**src/hw/rtl/ssnc_pkg.sv**
```systemverilog
// ----------------------------------------------------------------------------
// ssnc_pkg: shared types and constants of the slot sync neighbor counter
// Command codes, configuration register indexes, reset values and the
// control bundle that drives the neighbor table.
// ----------------------------------------------------------------------------
package ssnc_pkg;

    // Item commands
    typedef enum logic [1:0] {
        CMD_CALL      = 2'd0,
        CMD_CYCLE_END = 2'd1,
        CMD_TICK      = 2'd2
    } cmd_t;

    // Configuration port geometry
    localparam int CFG_INDEX_W = 3;
    localparam int CFG_DATA_W  = 16;

    // Configuration register indexes
    localparam logic [CFG_INDEX_W-1:0] CFG_CYCLE_LIMIT     = 3'd0;
    localparam logic [CFG_INDEX_W-1:0] CFG_MAX_BLINKS      = 3'd1;
    localparam logic [CFG_INDEX_W-1:0] CFG_MOTOR_ON_MS     = 3'd2;
    localparam logic [CFG_INDEX_W-1:0] CFG_MOTOR_OFF_MS    = 3'd3;
    localparam logic [CFG_INDEX_W-1:0] CFG_UPDATE_INTERVAL = 3'd4;

    // Configuration reset values
    localparam logic [7:0]  RST_CYCLE_LIMIT     = 8'd10;
    localparam logic [7:0]  RST_MAX_BLINKS      = 8'd10;
    localparam logic [15:0] RST_MOTOR_ON_MS     = 16'd100;
    localparam logic [15:0] RST_MOTOR_OFF_MS    = 16'd300;
    localparam logic [15:0] RST_UPDATE_INTERVAL = 16'd1000;

    // Node state reset values
    localparam logic [7:0]  RST_NODE_ADDRESS = 8'd1;
    localparam logic [15:0] TIMER_MAX        = 16'hFFFF;

    // Neighbor table control from the sequencer
    typedef struct packed {
        logic start;   // look up the key and append it if absent
        logic clear;   // empty the table
    } tbl_ctrl_t;

endpackage

```
**src/hw/rtl/ssnc_item_if.sv**
```systemverilog
// ----------------------------------------------------------------------------
// ssnc_item_if: input item channel
// Valid/ready channel that carries one command beat into the node logic.
// ----------------------------------------------------------------------------
interface ssnc_item_if;
    logic       valid;
    logic       ready;
    logic [1:0] command;
    logic [7:0] alien_address;
    logic [7:0] alien_cycle;

    modport source (output valid, command, alien_address, alien_cycle, input ready);
    modport sink   (input valid, command, alien_address, alien_cycle, output ready);
endinterface

```
**src/hw/rtl/ssnc_result_if.sv**
```systemverilog
// ----------------------------------------------------------------------------
// ssnc_result_if: result channel
// Valid/ready channel that carries one node status beat per input item.
// ----------------------------------------------------------------------------
interface ssnc_result_if;
    logic       valid;
    logic       ready;
    logic [7:0] own_address;
    logic [7:0] cycle_count;
    logic       transmit_enable;
    logic       realign_req;
    logic [7:0] adjust_address;
    logic       motor_drive;
    logic [5:0] neighbors_seen;
    logic [7:0] blinks_left;

    modport source (output valid, own_address, cycle_count, transmit_enable,
                    realign_req, adjust_address, motor_drive, neighbors_seen,
                    blinks_left, input ready);
    modport sink   (input valid, own_address, cycle_count, transmit_enable,
                    realign_req, adjust_address, motor_drive, neighbors_seen,
                    blinks_left, output ready);
endinterface

```
**src/hw/rtl/ssnc_table.sv**
```systemverilog
// ----------------------------------------------------------------------------
// ssnc_table: neighbor address table with a serial lookup
// Holds the distinct neighbor addresses in a memory and a fill count. A
// start walks the filled entries one read a cycle through a single
// comparator and appends the key when no entry matches and room remains.
// ----------------------------------------------------------------------------
module ssnc_table #(
    parameter int TABLE_DEPTH = 32
) (
    input  logic                           clk,
    input  logic                           rst_n,
    input  ssnc_pkg::tbl_ctrl_t            ctrl,
    input  logic [7:0]                     key,
    output logic                           done,
    output logic [$clog2(TABLE_DEPTH+1)-1:0] total
);

    localparam int AW = $clog2(TABLE_DEPTH);
    localparam int CW = $clog2(TABLE_DEPTH + 1);

    typedef enum logic [0:0] {
        T_IDLE,
        T_SCAN
    } tstate_t;

    tstate_t         state_reg;
    logic [CW-1:0]   idx_reg;
    logic [CW-1:0]   total_reg;
    logic            pend_reg;
    logic            done_reg;
    logic [7:0]      key_reg;
    logic [7:0]      rd_data_reg;
    logic [7:0]      mem [TABLE_DEPTH];

    logic issue;
    logic hit;
    logic finish;
    logic append;

    // Comparator and walk control
    always_comb
    begin
        issue  = (state_reg == T_SCAN) && (idx_reg < total_reg);
        hit    = (state_reg == T_SCAN) && pend_reg && (rd_data_reg == key_reg);
        finish = (state_reg == T_SCAN) && !hit && !issue && !pend_reg;
        append = finish && (total_reg < CW'(TABLE_DEPTH));
    end

    // Sequencer, fill count and done pulse
    always_ff @(posedge clk or negedge rst_n)
    begin
        if (!rst_n)
        begin
            state_reg <= T_IDLE;
            idx_reg   <= '0;
            total_reg <= '0;
            pend_reg  <= 1'b0;
            done_reg  <= 1'b0;
        end
        else
        begin
            done_reg <= 1'b0;
            case (state_reg)
                T_IDLE:
                begin
                    if (ctrl.clear)
                    begin
                        total_reg <= '0;
                    end
                    if (ctrl.start)
                    begin
                        idx_reg   <= '0;
                        pend_reg  <= 1'b0;
                        state_reg <= T_SCAN;
                    end
                end
                T_SCAN:
                begin
                    pend_reg <= issue;
                    if (issue)
                    begin
                        idx_reg <= idx_reg + CW'(1);
                    end
                    if (append)
                    begin
                        total_reg <= total_reg + CW'(1);
                    end
                    if (hit || finish)
                    begin
                        state_reg <= T_IDLE;
                        done_reg  <= 1'b1;
                    end
                end
                default:
                begin
                    state_reg <= T_IDLE;
                end
            endcase
        end
    end

    // Table memory: one write or one registered read a cycle
    always_ff @(posedge clk)
    begin
        if (ctrl.start && (state_reg == T_IDLE))
        begin
            key_reg <= key;
        end
        if (append)
        begin
            mem[total_reg[AW-1:0]] <= key_reg;
        end
        if (issue)
        begin
            rd_data_reg <= mem[idx_reg[AW-1:0]];
        end
    end

    assign done  = done_reg;
    assign total = total_reg;

endmodule

```
**src/hw/rtl/slot_sync_neighbor_counter.sv**
```systemverilog
// ----------------------------------------------------------------------------
// slot_sync_neighbor_counter: slotted radio node control
// Address arbitration, slot cycle sync, neighbor counting and motor blinks.
// ----------------------------------------------------------------------------
// Cycle end, tick and own-address CALL beats go straight to the response state
// after acceptance; other CALL beats first wait for the table walk over the N
// neighbors held, which ends early on a match. A new item is not taken until
// the result of the last one is loaded, and a result stall holds it off.
// Reset: asynchronous, active low; node state and registers take their reset
// values, the table is empty by its fill count with no clearing pass.
module slot_sync_neighbor_counter #(
    parameter int TABLE_DEPTH = 32
) (
    input  logic                                   clk,
    input  logic                                   rst_n,
    ssnc_item_if.sink                              item_ch,
    ssnc_result_if.source                          result_ch,
    input  logic                                   cfg_we,
    input  logic [ssnc_pkg::CFG_INDEX_W-1:0]       cfg_index,
    input  logic [ssnc_pkg::CFG_DATA_W-1:0]        cfg_data
);

    localparam int CW   = $clog2(TABLE_DEPTH + 1);
    localparam int CMPW = (CW > 8) ? CW : 8;
    localparam int TW   = (CW > 6) ? CW : 6;

    typedef enum logic [1:0] {
        S_IDLE,
        S_WAIT,
        S_RESP
    } state_t;

    typedef enum logic [1:0] {
        PH_IDLE,
        PH_ON,
        PH_OFF
    } phase_t;

    // Configuration registers
    logic [7:0]  cycle_limit_reg;
    logic [7:0]  max_blinks_reg;
    logic [15:0] motor_on_reg;
    logic [15:0] motor_off_reg;
    logic [15:0] update_interval_reg;

    // Node state
    state_t      state_reg,   state_next;
    logic [7:0]  node_reg,    node_next;
    logic [7:0]  slot_reg,    slot_next;
    logic        tx_reg,      tx_next;
    logic [7:0]  blink_reg,   blink_next;
    phase_t      phase_reg,   phase_next;
    logic [15:0] btimer_reg,  btimer_next;
    logic [15:0] utimer_reg,  utimer_next;
    logic        adj_reg,     adj_next;
    logic [7:0]  adj_addr_reg, adj_addr_next;
    logic        out_valid_reg, out_valid_next;

    // Result payload
    logic [7:0]  res_own_reg;
    logic [7:0]  res_cycle_reg;
    logic        res_tx_reg;
    logic        res_adj_reg;
    logic [7:0]  res_adj_addr_reg;
    logic        res_motor_reg;
    logic [5:0]  res_seen_reg;
    logic [7:0]  res_blinks_reg;

    ssnc_pkg::tbl_ctrl_t tbl_ctrl;
    logic                tbl_done;
    logic [CW-1:0]       tbl_total;

    logic            accept;
    logic            load;
    logic [15:0]     btimer_inc;
    logic [15:0]     utimer_inc;
    logic [7:0]      slot_inc;
    logic            update_due;
    logic [CMPW-1:0] total_ext;
    logic [CMPW-1:0] max_ext;
    logic [TW-1:0]   seen_ext;
    logic [7:0]      blink_dec;

    ssnc_table #(
        .TABLE_DEPTH (TABLE_DEPTH)
    ) u_table (
        .clk   (clk),
        .rst_n (rst_n),
        .ctrl  (tbl_ctrl),
        .key   (item_ch.alien_address),
        .done  (tbl_done),
        .total (tbl_total)
    );

    // Shared helper values
    assign accept     = item_ch.valid && item_ch.ready;
    assign btimer_inc = (btimer_reg == ssnc_pkg::TIMER_MAX) ? btimer_reg
                                                            : btimer_reg + 16'd1;
    assign utimer_inc = (utimer_reg == ssnc_pkg::TIMER_MAX) ? utimer_reg
                                                            : utimer_reg + 16'd1;
    assign slot_inc   = slot_reg + 8'd1;
    assign update_due = (slot_reg == 8'd0) && (utimer_reg >= update_interval_reg);
    assign total_ext  = CMPW'(tbl_total);
    assign max_ext    = CMPW'(max_blinks_reg);
    assign seen_ext   = TW'(tbl_total);
    assign blink_dec  = blink_reg - 8'd1;

    // Sequencer and next node state
    always_comb
    begin
        state_next     = state_reg;
        node_next      = node_reg;
        slot_next      = slot_reg;
        tx_next        = tx_reg;
        blink_next     = blink_reg;
        phase_next     = phase_reg;
        btimer_next    = btimer_reg;
        utimer_next    = utimer_reg;
        adj_next       = adj_reg;
        adj_addr_next  = adj_addr_reg;
        tbl_ctrl       = '0;
        load           = 1'b0;

        case (state_reg)
            S_IDLE:
            begin
                if (accept)
                begin
                    adj_next      = 1'b0;
                    adj_addr_next = 8'd0;
                    state_next    = S_RESP;
                    case (ssnc_pkg::cmd_t'(item_ch.command))
                        ssnc_pkg::CMD_CALL:
                        begin
                            if (item_ch.alien_address == node_reg)
                            begin
                                adj_next      = 1'b1;
                                adj_addr_next = item_ch.alien_address;
                                slot_next     = item_ch.alien_cycle;
                                tx_next       = 1'b0;
                                node_next     = node_reg + 8'd1;
                            end
                            else
                            begin
                                if (item_ch.alien_address < node_reg)
                                begin
                                    adj_next      = 1'b1;
                                    adj_addr_next = item_ch.alien_address;
                                    slot_next     = item_ch.alien_cycle;
                                end
                                tbl_ctrl.start = 1'b1;
                                state_next     = S_WAIT;
                            end
                        end
                        ssnc_pkg::CMD_CYCLE_END:
                        begin
                            if (update_due)
                            begin
                                utimer_next    = 16'd0;
                                blink_next     = (total_ext > max_ext) ? max_blinks_reg
                                                                       : 8'(total_ext);
                                tbl_ctrl.clear = 1'b1;
                            end
                            if (slot_inc >= cycle_limit_reg)
                            begin
                                slot_next = 8'd0;
                                tx_next   = 1'b1;
                            end
                            else
                            begin
                                slot_next = slot_inc;
                            end
                        end
                        ssnc_pkg::CMD_TICK:
                        begin
                            btimer_next = btimer_inc;
                            utimer_next = utimer_inc;
                            if (blink_reg != 8'd0)
                            begin
                                case (phase_reg)
                                    PH_IDLE:
                                    begin
                                        btimer_next = 16'd0;
                                        phase_next  = PH_ON;
                                    end
                                    PH_ON:
                                    begin
                                        if (btimer_inc >= motor_on_reg)
                                        begin
                                            btimer_next = 16'd0;
                                            phase_next  = PH_OFF;
                                        end
                                    end
                                    default:
                                    begin
                                        if (btimer_inc >= motor_off_reg)
                                        begin
                                            blink_next = blink_dec;
                                            if (blink_dec != 8'd0)
                                            begin
                                                btimer_next = 16'd0;
                                                phase_next  = PH_ON;
                                            end
                                            else
                                            begin
                                                phase_next = PH_IDLE;
                                            end
                                        end
                                    end
                                endcase
                            end
                        end
                        default:
                        begin
                            state_next = S_RESP;
                        end
                    endcase
                end
            end
            S_WAIT:
            begin
                if (tbl_done)
                begin
                    state_next = S_RESP;
                end
            end
            S_RESP:
            begin
                if (!out_valid_reg || result_ch.ready)
                begin
                    load       = 1'b1;
                    state_next = S_IDLE;
                end
            end
            default:
            begin
                state_next = S_IDLE;
            end
        endcase

        // Hold the result beat until taken, refill on load
        if (load)
        begin
            out_valid_next = 1'b1;
        end
        else if (result_ch.ready)
        begin
            out_valid_next = 1'b0;
        end
        else
        begin
            out_valid_next = out_valid_reg;
        end
    end

    // State registers
    always_ff @(posedge clk or negedge rst_n)
    begin
        if (!rst_n)
        begin
            state_reg     <= S_IDLE;
            node_reg      <= ssnc_pkg::RST_NODE_ADDRESS;
            slot_reg      <= 8'd0;
            tx_reg        <= 1'b0;
            blink_reg     <= 8'd0;
            phase_reg     <= PH_IDLE;
            btimer_reg    <= 16'd0;
            utimer_reg    <= 16'd0;
            adj_reg       <= 1'b0;
            adj_addr_reg  <= 8'd0;
            out_valid_reg <= 1'b0;
        end
        else
        begin
            state_reg     <= state_next;
            node_reg      <= node_next;
            slot_reg      <= slot_next;
            tx_reg        <= tx_next;
            blink_reg     <= blink_next;
            phase_reg     <= phase_next;
            btimer_reg    <= btimer_next;
            utimer_reg    <= utimer_next;
            adj_reg       <= adj_next;
            adj_addr_reg  <= adj_addr_next;
            out_valid_reg <= out_valid_next;
        end
    end

    // Configuration writes
    always_ff @(posedge clk or negedge rst_n)
    begin
        if (!rst_n)
        begin
            cycle_limit_reg     <= ssnc_pkg::RST_CYCLE_LIMIT;
            max_blinks_reg      <= ssnc_pkg::RST_MAX_BLINKS;
            motor_on_reg        <= ssnc_pkg::RST_MOTOR_ON_MS;
            motor_off_reg       <= ssnc_pkg::RST_MOTOR_OFF_MS;
            update_interval_reg <= ssnc_pkg::RST_UPDATE_INTERVAL;
        end
        else if (cfg_we)
        begin
            case (cfg_index)
                ssnc_pkg::CFG_CYCLE_LIMIT:     cycle_limit_reg     <= cfg_data[7:0];
                ssnc_pkg::CFG_MAX_BLINKS:      max_blinks_reg      <= cfg_data[7:0];
                ssnc_pkg::CFG_MOTOR_ON_MS:     motor_on_reg        <= cfg_data;
                ssnc_pkg::CFG_MOTOR_OFF_MS:    motor_off_reg       <= cfg_data;
                ssnc_pkg::CFG_UPDATE_INTERVAL: update_interval_reg <= cfg_data;
                default:
                begin
                    cycle_limit_reg <= cycle_limit_reg;
                end
            endcase
        end
    end

    // Capture the result beat
    always_ff @(posedge clk)
    begin
        if (load)
        begin
            res_own_reg      <= node_reg;
            res_cycle_reg    <= slot_reg;
            res_tx_reg       <= tx_reg;
            res_adj_reg      <= adj_reg;
            res_adj_addr_reg <= adj_addr_reg;
            res_motor_reg    <= (phase_reg == PH_ON);
            res_seen_reg     <= seen_ext[5:0];
            res_blinks_reg   <= blink_reg;
        end
    end

    assign item_ch.ready             = (state_reg == S_IDLE);
    assign result_ch.valid           = out_valid_reg;
    assign result_ch.own_address     = res_own_reg;
    assign result_ch.cycle_count     = res_cycle_reg;
    assign result_ch.transmit_enable = res_tx_reg;
    assign result_ch.realign_req     = res_adj_reg;
    assign result_ch.adjust_address  = res_adj_addr_reg;
    assign result_ch.motor_drive     = res_motor_reg;
    assign result_ch.neighbors_seen  = res_seen_reg;
    assign result_ch.blinks_left     = res_blinks_reg;

`ifndef NO_ASSERTIONS
    // The table reports completion only to a waiting sequencer
    a_done_in_wait: assert property (@(posedge clk) disable iff (!rst_n)
        tbl_done |-> (state_reg == S_WAIT))
        else $error("table done outside wait state");

    // The fill count never passes the table depth
    a_total_bound: assert property (@(posedge clk) disable iff (!rst_n)
        (CMPW'(tbl_total) <= CMPW'(TABLE_DEPTH)))
        else $error("neighbor count beyond table depth");

    // A blink count load empties the table
    a_clear_on_load: assert property (@(posedge clk) disable iff (!rst_n)
        (accept && (item_ch.command == ssnc_pkg::CMD_CYCLE_END) && update_due)
        |=> (tbl_total == '0))
        else $error("table not emptied on blink load");
`endif

endmodule

```
**src/flat_wrapper.sv**
```systemverilog
// flat-port wrapper written by rule: the top's interface ports become plain ports
module slot_sync_neighbor_counter_flat 
#(
    parameter int TABLE_DEPTH = 32
)
  (clk, rst_n, cfg_we, cfg_index, cfg_data, item_ch_valid, item_ch_command, item_ch_alien_address, item_ch_alien_cycle, item_ch_ready, result_ch_valid, result_ch_own_address, result_ch_cycle_count, result_ch_transmit_enable, result_ch_realign_req, result_ch_adjust_address, result_ch_motor_drive, result_ch_neighbors_seen, result_ch_blinks_left, result_ch_ready);
  ssnc_item_if item_ch_i ();
  ssnc_result_if result_ch_i ();
  input  logic clk;
  input  logic rst_n;
  input  logic cfg_we;
  input  logic [ssnc_pkg::CFG_INDEX_W-1:0] cfg_index;
  input  logic [ssnc_pkg::CFG_DATA_W-1:0] cfg_data;
  input wire logic [$bits(item_ch_i.valid)-1:0] item_ch_valid;
  input wire logic [$bits(item_ch_i.command)-1:0] item_ch_command;
  input wire logic [$bits(item_ch_i.alien_address)-1:0] item_ch_alien_address;
  input wire logic [$bits(item_ch_i.alien_cycle)-1:0] item_ch_alien_cycle;
  output wire logic [$bits(item_ch_i.ready)-1:0] item_ch_ready;
  output wire logic [$bits(result_ch_i.valid)-1:0] result_ch_valid;
  output wire logic [$bits(result_ch_i.own_address)-1:0] result_ch_own_address;
  output wire logic [$bits(result_ch_i.cycle_count)-1:0] result_ch_cycle_count;
  output wire logic [$bits(result_ch_i.transmit_enable)-1:0] result_ch_transmit_enable;
  output wire logic [$bits(result_ch_i.realign_req)-1:0] result_ch_realign_req;
  output wire logic [$bits(result_ch_i.adjust_address)-1:0] result_ch_adjust_address;
  output wire logic [$bits(result_ch_i.motor_drive)-1:0] result_ch_motor_drive;
  output wire logic [$bits(result_ch_i.neighbors_seen)-1:0] result_ch_neighbors_seen;
  output wire logic [$bits(result_ch_i.blinks_left)-1:0] result_ch_blinks_left;
  input wire logic [$bits(result_ch_i.ready)-1:0] result_ch_ready;
  assign item_ch_i.valid = item_ch_valid;
  assign item_ch_i.command = item_ch_command;
  assign item_ch_i.alien_address = item_ch_alien_address;
  assign item_ch_i.alien_cycle = item_ch_alien_cycle;
  assign item_ch_ready = item_ch_i.ready;
  assign result_ch_valid = result_ch_i.valid;
  assign result_ch_own_address = result_ch_i.own_address;
  assign result_ch_cycle_count = result_ch_i.cycle_count;
  assign result_ch_transmit_enable = result_ch_i.transmit_enable;
  assign result_ch_realign_req = result_ch_i.realign_req;
  assign result_ch_adjust_address = result_ch_i.adjust_address;
  assign result_ch_motor_drive = result_ch_i.motor_drive;
  assign result_ch_neighbors_seen = result_ch_i.neighbors_seen;
  assign result_ch_blinks_left = result_ch_i.blinks_left;
  assign result_ch_i.ready = result_ch_ready;
  slot_sync_neighbor_counter #(.TABLE_DEPTH(TABLE_DEPTH)) u_core (.clk(clk), .rst_n(rst_n), .item_ch(item_ch_i), .result_ch(result_ch_i), .cfg_we(cfg_we), .cfg_index(cfg_index), .cfg_data(cfg_data));
endmodule
```
**config.mk**
```make
export PLATFORM = sky130hd
export DESIGN_NAME = slot_sync_neighbor_counter_flat
export DESIGN_NICKNAME = d
export VERILOG_FILES = /design/src/hw/rtl/ssnc_pkg.sv /design/src/hw/rtl/ssnc_item_if.sv /design/src/hw/rtl/ssnc_result_if.sv /design/src/hw/rtl/ssnc_table.sv /design/src/hw/rtl/slot_sync_neighbor_counter.sv /design/src/flat_wrapper.sv
export SDC_FILE = /design/constraint.sdc
export NUM_CORES = 1
export LEC_CHECK = 0
export BUFFER_PORTS_ARGS = -buffer_cell sky130_fd_sc_hd__buf_2
export CORE_MARGIN = 4
export CORE_UTILIZATION = 25
export DETAILED_ROUTE_END_ITERATION = 6
export MAX_ROUTING_LAYER = met4
export PLACE_DENSITY = 0.51
export REMOVE_ABC_BUFFERS = 1
export SYNTH_ARGS = -nofsm -noshare
export SYNTH_HDL_FRONTEND = slang
export SYNTH_HIERARCHICAL = 1
export SYNTH_SLANG_ARGS = --single-unit
```
**constraint.sdc**
```tcl
create_clock -name clk -period 10.9 [get_ports clk]
set_input_delay 0.545 -clock clk [delete_from_list [all_inputs] [get_ports clk]]
set_output_delay 0.545 -clock clk [all_outputs]
set_load 0.02 [all_outputs]
```
# Yosys cells after proc, flatten, opt, wreduce, memory -nomap -nowiden

Memory sizes are Yosys's and may differ from the RTL's. A register that Yosys moved wholly into a read port is not among the register bits.
Cells that the tools add are included.

Register bits: 199
Bits in latches: 0
Bits in writable memories: 256
Bits in read-only memories: 0
Bits of input ports: 42
Output and inout bits: 43
Memories: 1

Memory list:

| name               | depth | bits a word | read ports | clocked after memory_dff | write ports | line             | text |
|---|---|---|---|---|---|---|---|
| u_core.u_table.mem | 32    | 8           | 1          | 1                        | 1           | ssnc_table.sv:33 | `logic [7:0] mem [TABLE_DEPTH];` |

Add/subtract/negate cells: 7
Multiply operators: 0
Divide/modulo/power cells: 0
Order comparisons: 8
Equality and inequality tests: 29
Shift-type cells: 0
Mux-type cells: 63
Bitwise operators: 1
Reductions and logical operators: 44

Operators with widths:

| kind                                                  | count |
|---|---|
| two-way mux 16 bit                                    | 7 |
| two-way mux 8 bit                                     | 11 |
| case mux 16 bit (2 select lines)                      | 2 |
| >= comparator 16 bit                                  | 3 |
| adder 16 x 1 -> 16 bit, second input constant         | 2 |
| equality test 16 bit, second input constant           | 2 |
| case mux 8 bit (2 select lines)                       | 2 |
| two-way mux 6 bit                                     | 4 |
| case mux 6 bit (2 select lines)                       | 2 |
| two-way mux 1 bit                                     | 21 |
| inequality test 2 x 1 -> 1 bit, second input constant | 10 |
| two-way mux 2 bit                                     | 9 |
| adder 8 x 1 -> 8 bit, second input constant           | 2 |
| equality test 8 bit                                   | 2 |
| AND reduction 2 bit                                   | 8 |
| nonzero test 8 bit                                    | 2 |
| adder 6 x 1 -> 6 bit, second input constant           | 2 |
| logical AND 1 bit                                     | 10 |
| inequality test 2 bit, second input constant          | 5 |
| AND reduction 5 bit                                   | 2 |
| >= comparator 8 bit                                   | 1 |
| greater-than comparator 6 x 8 -> 1 bit                | 1 |
| zero test 8 bit                                       | 1 |
| < comparator 8 bit                                    | 1 |
| 24 further kinds                                      | 40 |

# Depth between registers and ports, before layout

Word-level depth: 9
Gate-level depth with buffers: 16
Gate-level depth less buffers: 15

# Cells and area by module

The synthesis kept the hierarchy.

Modules (own cells, without submodules):

| module                     | instances | cells each | area each (µm²) | seq. area each (µm²) |
|---|---|---|---|---|
| ssnc_table                 | 1         | 529        | 11,370.9        | 8,543.2 |
| slot_sync_neighbor_counter | 1         | 897        | 9,320.2         | 4,631.9 |

# Worst setup path after synthesis

OpenSTA, ideal clock, no wires.

Path type: reg-to-reg
From: reg u_core.btimer_reg[5]
To: reg u_core.btimer_reg[13]
Library setup time: 0.118 ns
Arrival time: 3.595 ns
Data required time: 10.782 ns
Setup slack: 7.187 ns
Stages on the path, launching flop included: 16
Period minus slack after synthesis: 3.713 ns
Cells stage by stage: dfrtp_1 -> nand4_1 -> nor4_2 -> nand2_1 -> and2_1 -> and3_1 -> xnor2_1 -> inv_1 -> ha_1 -> o211ai_1 -> a211o_1 -> o211a_1 -> nor4_2 -> buf_2 -> nor3b_1 -> a21o_1

Cells in the longest elaborated chain, start to end: 6
Elaborated cells between the ends (all ways): 10

Ends and longest elaborated chain:

| item                                                           | line                                                                 | text |
|---|---|---|
| start, declared                                                | slot_sync_neighbor_counter.sv:53                                     | `logic [15:0] btimer_reg, btimer_next;` |
| start signal, assigned                                         | slot_sync_neighbor_counter.sv:281                                    | `btimer_reg <= btimer_next;` |
| adder 16 x 1 -> 16 bit or equality test 16 bit (tied branches) | slot_sync_neighbor_counter.sv:98, slot_sync_neighbor_counter.sv:97   |  |
| two-way mux 16 bit *                                           | slot_sync_neighbor_counter.sv:97                                     | `assign btimer_inc = (btimer_reg == ssnc_pkg::TIMER_MAX) ? btimer_reg` |
| >= comparator 16 bit (tied with other cells)                   | slot_sync_neighbor_counter.sv:196                                    | `if (btimer_inc >= motor_off_reg)` |
| two-way mux 16 bit, on equally long branches                   | slot_sync_neighbor_counter.sv:196, slot_sync_neighbor_counter.sv:188 |  |
| case mux 16 bit (2 select lines)                               | slot_sync_neighbor_counter.sv:180                                    | `case (phase_reg)` |
| two-way mux 16 bit *                                           | slot_sync_neighbor_counter.sv:178                                    | `if (blink_reg != 8'd0)` |

Mark *: on every way between the ends. The rest lies on a longest branch, timed or not.
A chain may end at the register's enable or synchronous reset.

# Final worst setup path

From: reg u_core.btimer_reg[5]
To: reg u_core.blink_reg[5]

Cells in the longest elaborated chain, start to end: 5
Elaborated cells between the ends (all ways): 6

Ends and longest elaborated chain:

| item                                                           | line                                                               | text |
|---|---|---|
| adder 16 x 1 -> 16 bit or equality test 16 bit (tied branches) | slot_sync_neighbor_counter.sv:98, slot_sync_neighbor_counter.sv:97 |  |
| two-way mux 16 bit *                                           | slot_sync_neighbor_counter.sv:97                                   |  |
| >= comparator 16 bit *                                         | slot_sync_neighbor_counter.sv:196                                  |  |
| inequality test 2 x 1 -> 1 bit (no source line) *              | n/a                                                                |  |
| AND reduction 7 bit (no source line) *                         | n/a                                                                |  |
| end signal, assigned                                           | slot_sync_neighbor_counter.sv:279                                  | `blink_reg <= blink_next;` |
| end, declared                                                  | slot_sync_neighbor_counter.sv:51                                   | `logic [7:0] blink_reg, blink_next;` |

Marked as above.

==> flow_summary.toml <==
[worst_setup_path]
critical_path_class = "flop to flop"
path_max_fanout = 8
crit_family = "compound AO/OA/AOI/OAI gates"
slowest_stage = "a31oi_1"
cp-end-kind = "flop"
r2r_start = "u_core/btimer_reg[5]"
r2r_cells = 15
cp.depth = 15
regToRegSetupSlack_ns = 6.50
crit_path_start_kind = "flop"
r2r-end = "u_core/blink_reg[5]"
slowest_delay_ns = 0.51
critPathRequiredTime_ns = 11.39
arrival_ns = 4.89
path_cells = "nand4_1, nor4_2, nand2_1, nand2_1, nor2_1, xnor2_1, inv_1, ha_1, a211oi_1, o21ai_0, a221oi_1, o21ai_0, a31oi_1, nor3_4, mux2_4"
path_buf_inv = 1

[die]
coreArea_um2 = 82100
fp.dieW_um = 296
dieArea_um2 = 87400
die_y_um = 296
fp-row-count = 105
io_pins = 85
start_util = 0.252

[sta]
hold_viol_final = 0
fin_setup_tns_ns = 0
fmax_mhz = 227
worstMarginPinSlew_ns = 1.19
setup_viol = 0
post-route-period-util = 0.404
rsz0062_at_grt = "no"
slew_headroom = 0.206
layout_min_cycle_time_ns = 4.40
drv_slew = 0
whs_ns = 0.179
fin_skew_ns = 0.0299

[clocking]
numCtsBuffers = 48
clock_sinks = 463
clock_latency_ns = 0.61
clk_pin_slew_ns = 0.06
cts_setup_buffers = 0
cts_root_buf = "clkbuf_16"
h-tree-depth = 2
tritoncts = "built"
clk_path_buf_depth = 3

[route]
wl_um = 49300
dr.pass1.iters = 5
route.detailed.drc = 0
vias_per_cell = 4.63
drt_iter0_markers = 948
antenna_left = 0
wl_per_cell_um = 18.6
vias = 12200

[worst_hold_path]
min_to = "u_core/u_table/key_reg[7]"
whs_path_depth = 1
hp-start = "item_ch_alien_address[7]"
hold_path_class = "input port to flop"

[cells_and_area]
mostFrequentLayoutCell = "edfxtp_1"
fin_nets = 1660
final_layout_size_suffix_gt1_frac = 0.214
largest_reg_flops = 256
area_growth_pct = 16.8
final.fill_count = 8184
final_area_um2 = 24200
layout_common_cells = "313 x edfxtp_1, 130 x dfrtp_1, 114 x nand2_1"

[synth]
ys_types = 76
synth_cells = 1426
synth_edf_count = 313
post_synth_instance_area_um2 = 20700
ys_seq_area_frac = 0.637
synth-main-ff-cell = "edfxtp_1"
synth_seq_cells = 463
synth.area.top_cells = "edfxtp_1 45%, dfrtp_1 16%, mux4_2 7.6%, ha_1 5.3%, dfstp_2 2.3%"
syn_avg_cell_area_um2 = 14.5
yosysWarnings = 6
yosys.area.top_type_share = 0.454
yosys.area.top_type = "edfxtp_1"
async_reset_ff_frac = 0.324

[placement]
place_area_um2 = 22400
dpl.hpwl_um = 32900
gp_congestion = 0.824
port_buffers = 84

[grt]
grt_pass1_wl_um = 76000
first_global_vias = 12500
grt_overflow = 0
grt_max_degree = 79
grt_util_all_layers = 0.116
antenna_found_initial = 8

[power]
total_power_mw = 5.33
p_per_area_nw_per_um2 = 220
p_leak_nw = 8.88
ir_drop_uv = 135

[run]
drv_cap = 0

[outcome]
status = "finished, final reports clean"
[final cells by class]
class | count | area (um^2) | area share
clock inverter | 38 | 552 | 0.0228
antenna | 4 | 10.0 | 0.000414
timing repair buffer | 104 | 579 | 0.0240
tap | 1070 | 1340 | 0.0554
multi-input combinational | 819 | 6940 | 0.287
clock buffer | 52 | 1220 | 0.0503
sequential | 463 | 13200 | 0.545
inverter | 95 | 357 | 0.0148
[what timing repair did]
item	4_1_cts	5_1_grt
hold buffers	1	0
endpoints found under the hold margin	63	0
setup endpoints to repair	0	0
gates resized for setup	0	0
[layer usage]
layer / wire length, um / GRT usage / part of all wire
met1: 22800 / 0.159 / 0.46
met2: 23100 / 0.179 / 0.47
met4: 887 / 0.0280 / 0.018
met5: 0 / - / 0
met3: 2540 / 0.0219 / 0.052
[metrics by stage]
step,utilization,std cells,worst slack (ns)
2_1_floorplan,-,1377,6.72
3_3_place_gp,0.273,2550,6.52
3_5_place_dp,0.273,2550,6.48
4_1_cts,0.294,2641,6.47
5_1_grt,0.294,2645,6.03
6_report,0.294,2645,6.50
[cells in the mapped netlist (5+ instances only)]
cell type,instances
a211oi_1,7
a21o_1,13
a21oi_1,33
a22o_1,12
a22oi_1,5
a31oi_1,10
and3_1,7
buf_2,9
clkbuf_1,32
dfrtp_1,132
dfstp_2,18
edfxtp_1,313
ha_1,87
inv_1,92
mux2_2,36
mux2i_1,10
mux4_1,10
mux4_2,70
nand2_1,114
nand2b_1,17
nand3_1,29
nand4_1,21
nor2_1,77
nor2b_1,8
nor3_1,14
nor4_1,11
o211ai_1,6
o21a_1,6
o21ai_0,91
o21ai_1,6
o31ai_1,14
or4_1,6
xnor2_1,18
xor2_1,16
[worst reg2reg max path: stages (launching register included)]
cell      delay (ns)
dfrtp_1         0.44
nand4_1         0.24
nor4_2          0.48
nand2_1         0.30
nand2_1         0.20
nor2_1          0.07
xnor2_1         0.21
inv_1           0.09
ha_1            0.29
a211oi_1        0.23
o21ai_0         0.13
a221oi_1        0.38
o21ai_0         0.27
a31oi_1         0.51
nor3_4          0.12
mux2_4          0.32
[cells by family after synthesis]
family                   synth area share
AO/OA/AOI/OAI                      0.0733
buffers and inverters              0.0291
AND/OR/NAND/NOR                    0.0790
XOR/XNOR                           0.0144
multiplexers                        0.115
flip-flops                          0.637
adder cells (fa/ha/maj)            0.0526
[report_power, final]
part | internal [mW] | switching (mW) | total (mW)
Sequential | 2.10 | 0.179 | 2.28
Clock | 1.10 | 0.721 | 1.82
Combinational | 0.557 | 0.668 | 1.23
Total | 3.76 | 1.57 | 5.33
[worst max-delay path by stage]
stage | start | endpoint | slack, ns
3_3_place_gp | u_core/btimer_reg[5] | u_core/blink_reg[3] | 6.52
2_1_floorplan | u_core/u_table/idx_reg[0] | u_core/u_table/rd_data_reg[1] | 6.72
4_1_cts | u_core/btimer_reg[5] | u_core/blink_reg[5] | 6.47
6_report | u_core/btimer_reg[5] | u_core/blink_reg[5] | 6.50
5_1_grt | u_core/btimer_reg[5] | u_core/blink_reg[3] | 6.03
3_5_place_dp | u_core/btimer_reg[5] | u_core/blink_reg[5] | 6.48
Note: power is estimated with default switching activity, not from simulation.
